### src/rtl/ogns_pkg.sv
`timescale 1ns / 1ps

package ogns_pkg;

    // Default board limit in each direction.
    localparam int MAX_DIM_DEF = 64;

    // Fixed field widths.
    localparam int COORD_W = 9;
    localparam int POS_W   = 6;
    localparam int CFG_W   = 7;
    localparam int CNT_W   = 13;
    localparam int SCORE_W = 4;

    // Board dimension registers come out of reset at this value.
    localparam logic [CFG_W-1:0] DIM_RST = 7'd64;

    // Request kinds.
    typedef enum logic {
        REQ_PLACE,
        REQ_READ
    } req_kind_t;

    // Configuration register indexes.
    typedef enum logic {
        CFG_BOARD_WIDTH,
        CFG_BOARD_HEIGHT
    } cfg_idx_t;

    // Request payload.
    typedef struct packed {
        logic                      req_type;
        logic signed [COORD_W-1:0] rect_left;
        logic signed [COORD_W-1:0] rect_right;
        logic signed [COORD_W-1:0] rect_top;
        logic signed [COORD_W-1:0] rect_bottom;
        logic [POS_W-1:0]          col_x;
        logic [POS_W-1:0]          row_y;
    } req_t;

    // Result payload.
    typedef struct packed {
        logic               cell_used;
        logic [SCORE_W-1:0] cell_score;
        logic [CNT_W-1:0]   free_cells;
    } rsp_t;

    // Commands from the controller to the datapath.
    typedef struct packed {
        logic clr_wr;
        logic capture;
        logic row_rd;
        logic row_load;
        logic walk;
        logic row_wr;
        logic nb_acc;
        logic out_load;
    } cmd_t;

    // Status from the datapath to the controller.
    typedef struct packed {
        logic clr_last;
        logic is_read;
        logic rect_empty;
        logic cell_last;
        logic row_last;
        logic nb_last;
        logic out_free;
    } stat_t;

endpackage

### src/rtl/ogns_ctrl.sv
`timescale 1ns / 1ps

module ogns_ctrl (
    input  logic            clk,
    input  logic            rst_n,
    input  logic            req_valid,
    output logic            req_ready,
    input  ogns_pkg::stat_t stat,
    output ogns_pkg::cmd_t  cmd
);
    import ogns_pkg::*;

    typedef enum logic [3:0] {
        ST_CLEAR,
        ST_IDLE,
        ST_DECODE,
        ST_P_RD,
        ST_P_LOAD,
        ST_P_WALK,
        ST_P_WR,
        ST_R_RD,
        ST_R_ACC,
        ST_FIN
    } state_t;

    state_t state_reg;
    state_t state_next;
    logic   ready_reg;

    // Next state and commands.
    always_comb
    begin
        state_next = state_reg;
        cmd        = '0;
        case (state_reg)
            ST_CLEAR:
            begin
                cmd.clr_wr = 1'b1;
                if (stat.clr_last)
                begin
                    state_next = ST_IDLE;
                end
            end
            ST_IDLE:
            begin
                if (req_valid && ready_reg)
                begin
                    cmd.capture = 1'b1;
                    state_next  = ST_DECODE;
                end
            end
            ST_DECODE:
            begin
                if (stat.is_read)
                begin
                    state_next = ST_R_RD;
                end
                else if (stat.rect_empty)
                begin
                    state_next = ST_FIN;
                end
                else
                begin
                    state_next = ST_P_RD;
                end
            end
            ST_P_RD:
            begin
                cmd.row_rd = 1'b1;
                state_next = ST_P_LOAD;
            end
            ST_P_LOAD:
            begin
                cmd.row_load = 1'b1;
                state_next   = ST_P_WALK;
            end
            ST_P_WALK:
            begin
                cmd.walk = 1'b1;
                if (stat.cell_last)
                begin
                    state_next = ST_P_WR;
                end
            end
            ST_P_WR:
            begin
                cmd.row_wr = 1'b1;
                state_next = stat.row_last ? ST_FIN : ST_P_RD;
            end
            ST_R_RD:
            begin
                state_next = ST_R_ACC;
            end
            ST_R_ACC:
            begin
                cmd.nb_acc = 1'b1;
                state_next = stat.nb_last ? ST_FIN : ST_R_RD;
            end
            ST_FIN:
            begin
                if (stat.out_free)
                begin
                    cmd.out_load = 1'b1;
                    state_next   = ST_IDLE;
                end
            end
            default:
            begin
                state_next = ST_IDLE;
            end
        endcase
    end

    // State and request ready.
    always_ff @(posedge clk or negedge rst_n)
    begin
        if (!rst_n)
        begin
            state_reg <= ST_CLEAR;
            ready_reg <= 1'b0;
        end
        else
        begin
            state_reg <= state_next;
            ready_reg <= (state_next == ST_IDLE);
        end
    end

    assign req_ready = ready_reg;

endmodule

### config.mk
export PLATFORM = sky130hd
export DESIGN_NAME = ogns_ctrl
export DESIGN_NICKNAME = d
export VERILOG_FILES = /design/src/rtl/ogns_pkg.sv /design/src/rtl/ogns_ctrl.sv
export SDC_FILE = /design/constraint.sdc
export NUM_CORES = 1
export LEC_CHECK = 0
export ABC_CLOCK_PERIOD_IN_PS = 2100
export BUFFER_PORTS_ARGS = -buffer_cell sky130_fd_sc_hd__buf_2
export CAP_MARGIN = 20
export CELL_PAD_IN_SITES_DETAIL_PLACEMENT = 1
export CELL_PAD_IN_SITES_GLOBAL_PLACEMENT = 2
export CORE_MARGIN = 8
export CORE_UTILIZATION = 24
export CTS_CLUSTER_DIAMETER = 200
export CTS_CLUSTER_SIZE = 25
export DETAILED_ROUTE_END_ITERATION = 6
export GPL_TIMING_DRIVEN = 0
export PLACE_DENSITY = 0.76
export SLEW_MARGIN = 40
export SYNTH_ARGS = -nofsm -noshare
export SYNTH_HDL_FRONTEND = slang
export SYNTH_SLANG_ARGS = --single-unit
### constraint.sdc
create_clock -name clk -period 2.1 [get_ports clk]
set_clock_uncertainty 0.05 [all_clocks]
set_input_delay 0.42 -clock clk [delete_from_list [all_inputs] [get_ports clk]]
set_output_delay 0.42 -clock clk [all_outputs]
set_load 0.05 [all_outputs]
==> impl_metrics.py, run 1 <==
metrics = {
    "clock_network": {
        "clk_pin_slew_worst_paths_ns": 0.04,
        "cts.path.max_buffers": 2,
        "insertion_delay_ns": 0.24,
        "cts_setup_buffers": 0,
        "cts_inserted_buffers": 3,
        "tritoncts": "done",
        "cts_sinks": 5,
        "htree_levels": 1,
        "cts_root_buf": "clkbuf_4",
    },
    "timing": {
        "fmax_mhz": 499,
        "fin_crit_sh_pct": 95.5,
        "relSlewSlack_pct": 66.5,
        "tightest_slew_ns": 0.495,
        "setup_viol": 0,
        "drv_slew": 0,
        "final_hold_viol_count": 0,
        "rsz0062_at_grt": "no",
        "post-route-min-period_ns": 2.01,
        "hold_ws_ns": 0.377,
    },
    "cells_and_area": {
        "nets": 83,
        "postLayoutCoreUtil_pct": 36.3,
        "drive_above_1_share_pct": 47.2,
        "layout_commonest_cell": "buf_2",
        "multi_input_area_sq_um": 269,
        "final_cell_mix": "buf_2 (17), nor2_1 (6), inv_1 (5), dfrtp_1 (5), o21ai_0 (4)",
        "largest_reg_flops": 4,
        "final_cell_area_sq_um": 619,
        "regArea_sq_um": 125,
        "fillers": 206,
        "n_antenna_cell": 0,
        "area_growth_pct": 44.7,
    },
    "global_routing": {
        "antenna_found_initial": 0,
        "grt_util_all_layers_pct": 7.89,
        "grt_overflow": 0,
        "grt_pass1_wl_microns": 2040,
        "first_global_vias": 457,
        "grt_start_max_net_pins": 11,
    },
    "yosys": {
        "synth_nets": 59,
        "synth_area_leaders": "dfrtp_1 (29%), a221oi_2 (7.0%), buf_6 (5.3%), nor2_1 (5.3%), o21ai_0 (4.7%)",
        "synth_top_area_cell": "dfrtp_1",
        "yosysSeqAreaShare_pct": 29.2,
        "ys_types": 28,
        "yosysWarnings": 0,
        "syn_area_sq_um": 428,
        "synth.top_cell.area_share_pct": 29.2,
        "syn_inst": 49,
        "synth_area_per_cell_sq_um": 8.73,
        "synth.ff_latch_count": 5,
    },
    "setup_path": {
        "critPathMostFrequentCell": "buf_6",
        "cp-end-kind": "output pin",
        "start_kind": "flip-flop",
        "crit_fanout": 9,
        "critical-path-max-stage-delay_ns": 0.56,
        "critPathArrivalTime_ns": 1.54,
        "required_ns": 1.63,
        "worstPathCellList": "buf_6, or4b_4, clkinv_2, buf_6",
        "crit_buf_inv": 3,
        "cp_top_family": "simple AND/OR/NAND/NOR gates",
        "crit_path_top_delay_cell": "or4b_4",
        "worstSetupPathType": "reg2out",
    },
    "die": {
        "core_sq_um": 1710,
        "dieArea_sq_um": 3390,
        "dieWidth_microns": 58.2,
        "rows": 15,
        "io_pins": 19,
        "fp.dieH_microns": 58.2,
        "start_util_pct": 25.1,
    },
    "detailed_routing": {
        "totalWireLength_microns": 1210,
        "drc_errors": 0,
        "route.met3.wl_microns": 60,
        "dr.pass1.iters": 2,
        "top_layer_used": "met4",
        "m1WireLength_microns": 538,
        "dr_total_vias": 431,
        "vias_per_cell": 4.44,
        "wl_met2_microns": 591,
        "first_iter_violations": 2,
        "ant_nets": 0,
        "wire_per_inst_microns": 12.5,
    },
    "placed_design": {
        "buffer_ports.inserted": 18,
        "gp_congestion": 0.706,
        "hpwl_microns": 957,
        "place_area_sq_um": 566,
    },
    "status": {
        "status": "complete, no violations",
    },
    "pwr": {
        "irDropWorstVdd_v": 0.000411,
        "power_leakage_nw": 0.310,
        "power_density_nw_per_um2": 1500,
    },
    "flow_run": {
        "max_cap_viol_count": 0,
    },
    "min_path": {
        "min_path_type": "in2reg",
    },
}
## cells in the mapped netlist
cell type,instances
nor2b_1,1
nand2b_1,2
or2b_1,1
inv_1,5
nand3_1,2
buf_6,2
dfrtp_1,5
or4b_4,1
nor4_2,1
and3_1,1
nor4b_1,1
nor4_1,1
nor3_1,1
mux2i_1,1
a22o_1,1
buf_4,1
buf_2,1
o21ai_0,4
nor3b_1,1
a221oi_2,2
and4_1,1
nand4bb_1,1
nor2_1,6
o2bb2ai_1,1
a21oi_1,2
clkinv_2,1
nor2b_4,1
nand2_1,1
## cell type report
class	instances	share of cell area [%]
Inverter	6	3.84
Sequential cell	5	20.2
Clock buffer	4	4.24
Buffer	4	5.66
Tap cell	25	5.05
Timing Repair Buffer	19	17.6
Multi-Input combinational cell	34	43.4
## power by group
part,internal [mW],total [mW],switching [mW]
clock,0.0716,0.107,0.0355
combinational,0.228,0.655,0.427
sequential,0.139,0.168,0.0288
## worst paths after layout
kind / cells after the start / slack [ns] / start / end
setup / recovery: 4 / 0.09 / state_reg[2] / cmd[1]
hold / removal: 2 / 0.38 / stat[1] / state_reg[1]
setup reg to reg: 5 / 0.43 / state_reg[0] / req_ready
hold reg to reg: 2 / 0.61 / state_reg[0] / state_reg[1]
max in group asynchronous: 2 / 1.38 / rst_n / state_reg[3]
min in group asynchronous: 2 / 0.49 / rst_n / state_reg[1]
## routing by layer
metal  GRT usage (%)  up-vias
met5               0        -
met4            6.29        0
met3            3.09        2
met2            11.6       12
met1            8.82      195
li1                -      222
## logic make-up (layout without fill, tap and decap cells)
family	after synthesis	count (layout)	share of synthesized area, %
buf+inv	10	33	13.7
simple gates	23	23	36.5
compound gates	10	10	18.1
flops	5	5	29.2
mux	1	1	2.34
## repair_timing
action / 4_1_cts / 5_1_grt
endpoints found under the setup margin: 1 / 1
pin swaps: 0 / 0
endpoints found under the hold margin: 5 / 0
gates resized for setup: 1 / 4
hold buffers: 1 / 0
## per-stage QoR
stage	power, mW	setup WS, ns	cells	setup TNS (ns)
after floorplan	0.676	-0.0656	49	-0.110
after global placement	0.813	0.248	92	0
after detailed placement	0.812	0.260	92	0
after CTS	0.929	0.0559	97	0
after global routing	1.01	0.0329	97	0
final	0.930	0.0942	97	0
## worst reg2reg max path: stages (launching register included)
cell and delay, ns:
dfrtp_1 0.40, buf_4 0.19, nor4b_1 0.45, o2bb2ai_1 0.19, a221oi_2 0.07, and4_1 0.22
No activity file was read; power rests on OpenSTA's default activity.
==> inputs of run 2 (changes only) <==
--- a/config.mk
+++ b/config.mk
@@ -16,7 +16,7 @@
 export CTS_CLUSTER_SIZE = 25
 export DETAILED_ROUTE_END_ITERATION = 6
 export GPL_TIMING_DRIVEN = 0
-export PLACE_DENSITY = 0.76
+export PLACE_DENSITY = 0.77
 export SLEW_MARGIN = 40
 export SYNTH_ARGS = -nofsm -noshare
 export SYNTH_HDL_FRONTEND = slang
==> impl_metrics.py, run 2 (synthesized netlist as in run 1, its figures left out) <==
metrics = {
    "cells_and_area": {
        "layout_commonest_cell": "buf_2",
        "largest_reg_flops": 4,
        "fillers": 219,
        "drive_above_1_share_pct": 47.2,
        "nets": 83,
        "final_cell_mix": "buf_2 (17), nor2_1 (6), inv_1 (5), dfrtp_1 (5), o21ai_0 (4)",
        "area_growth_pct": 41.8,
        "multi_input_area_sq_um": 260,
        "regArea_sq_um": 125,
        "n_antenna_cell": 0,
    },
    "setup_path": {
        "crit_path_top_delay_cell": "or4b_4",
        "required_ns": 1.63,
        "worstSetupPathType": "reg2out",
        "crit_fanout": 9,
        "critPathArrivalTime_ns": 1.55,
        "rr_startpoint": "state_reg[0]",
        "cp-end-kind": "output pin",
        "r2r_cells": 5,
        "critical-path-max-stage-delay_ns": 0.56,
        "start_kind": "flip-flop",
        "worstPathCellList": "buf_6, or4b_4, clkinv_2, buf_4",
        "r2r_end": "req_ready",
        "regToRegSetupSlack_ns": 0.46,
        "cp-startpoint": "state_reg[2]",
        "cp-endpoint": "cmd[1]",
    },
    "pwr": {
        "power_frac_seq_pct": 18.0,
        "intPower_mw": 0.434,
        "power_density_nw_per_um2": 1510,
        "p_sw_mw": 0.484,
        "irDropWorstVdd_v": 0.000523,
        "switching_share_pct": 52.7,
        "power_leakage_nw": 0.308,
        "p_total_mw": 0.918,
        "power_frac_comb_pct": 70.5,
        "p_clk_share_pct": 11.5,
    },
    "die": {
        "start_util_pct": 25.1,
        "rows": 15,
        "dieWidth_microns": 58.2,
        "fp.dieH_microns": 58.2,
        "io_pins": 19,
        "dieArea_sq_um": 3390,
        "core_sq_um": 1710,
    },
    "detailed_routing": {
        "vias_per_cell": 4.46,
        "drc_errors": 0,
        "ant_nets": 0,
        "dr.pass1.iters": 3,
        "dr_total_vias": 433,
        "totalWireLength_microns": 1200,
        "wire_per_inst_microns": 12.3,
        "first_iter_violations": 7,
    },
    "placed_design": {
        "gp_congestion": 0.777,
        "buffer_ports.inserted": 18,
        "hpwl_microns": 1000,
    },
    "clock_network": {
        "cts_inserted_buffers": 3,
        "tritoncts": "done",
        "htree_levels": 1,
        "insertion_delay_ns": 0.23,
        "cts_root_buf": "clkbuf_4",
        "clk_pin_slew_worst_paths_ns": 0.04,
        "cts.path.max_buffers": 2,
        "cts_sinks": 5,
    },
    "timing": {
        "relSlewSlack_pct": 68.6,
        "tns_ns": 0,
        "post-route-min-period_ns": 2.02,
        "rsz0062_at_grt": "no",
        "drv_slew": 0,
        "setup_viol": 0,
        "tightest_slew_ns": 0.464,
        "final_hold_viol_count": 0,
        "fin_crit_sh_pct": 96.3,
        "fmax_mhz": 494,
    },
    "global_routing": {
        "first_global_vias": 476,
        "grt_pass1_wl_microns": 1970,
        "antenna_found_initial": 0,
        "grt_overflow": 0,
        "grt_start_max_net_pins": 11,
        "grt_util_all_layers_pct": 7.34,
    },
    "flow_run": {
        "max_cap_viol_count": 0,
    },
    "min_path": {
        "holdPathStages": 2,
        "min_path_type": "in2reg",
        "min_from": "stat[1]",
    },
    "status": {
        "status": "complete, no violations",
    },
}
-- run 2: how the worst min path moves through the flow --
stage | end | slack [ns]
2_1_floorplan | req_ready | 0.07
5_1_grt | state_reg[1] | 0.40
4_1_cts | state_reg[1] | 0.39
3_3_place_gp | req_ready | 0.18
6_report | state_reg[1] | 0.40
3_5_place_dp | req_ready | 0.19
-- run 2: per-stage QoR --
stage	utilization (%)	setup slack [ns]	hold slack, ns	instances	cell area [sq um]
floorplan	-	-0.0656	0.0744	49	444
global placement	33.1	0.262	0.182	92	566
detailed placement	33.1	0.257	0.187	92	566
CTS	35.4	0.0632	0.394	97	604
global route	35.5	0.0344	0.402	97	607
finish	35.5	0.0775	0.397	97	607
-- run 2: area by class of cell --
| cell class | count | share of cell area, % |
|---|---|---|
| inverters | 6 | 3.92 |
| flip-flops and latches | 5 | 20.6 |
| clock buffers | 4 | 4.33 |
| repair buffers | 19 | 17.3 |
| multi-input cells | 34 | 42.9 |
| plain buffers | 4 | 5.77 |
| well taps | 25 | 5.15 |
-- run 2: worst max-delay path: cells and delay by family (launching register included) --
family                 cells  cell delay [ns]
buffers and inverters      3             0.41
flip-flops                 1             0.36
AND/OR/NAND/NOR            1             0.56
-- run 2: repair_timing --
action                                 CTS  global route
endpoints found under the hold margin    5             0
buffers inserted                         0             0
resized for setup                        1             2
hold buffers                             1             0
pin swaps                                0             0
setup endpoints to repair                1             1
-- run 2: power groups by stage --
stage / combinational, mW / sequential [mW] / clock, mW
finish: 0.647 / 0.165 / 0.106
CTS: 0.656 / 0.166 / 0.110
floorplan: 0.485 / 0.192 / 0
detailed placement: 0.647 / 0.167 / 0
global placement: 0.643 / 0.166 / 0
global route: 0.701 / 0.171 / 0.112
-- run 2: routing by layer --
metal	vias up	routed length, microns	global-route usage (%)
met2	10	613	13.2
met3	2	98	2.65
met5	-	0	0
met4	0	4	3.15
li1	220	-	-
met1	201	481	7.40
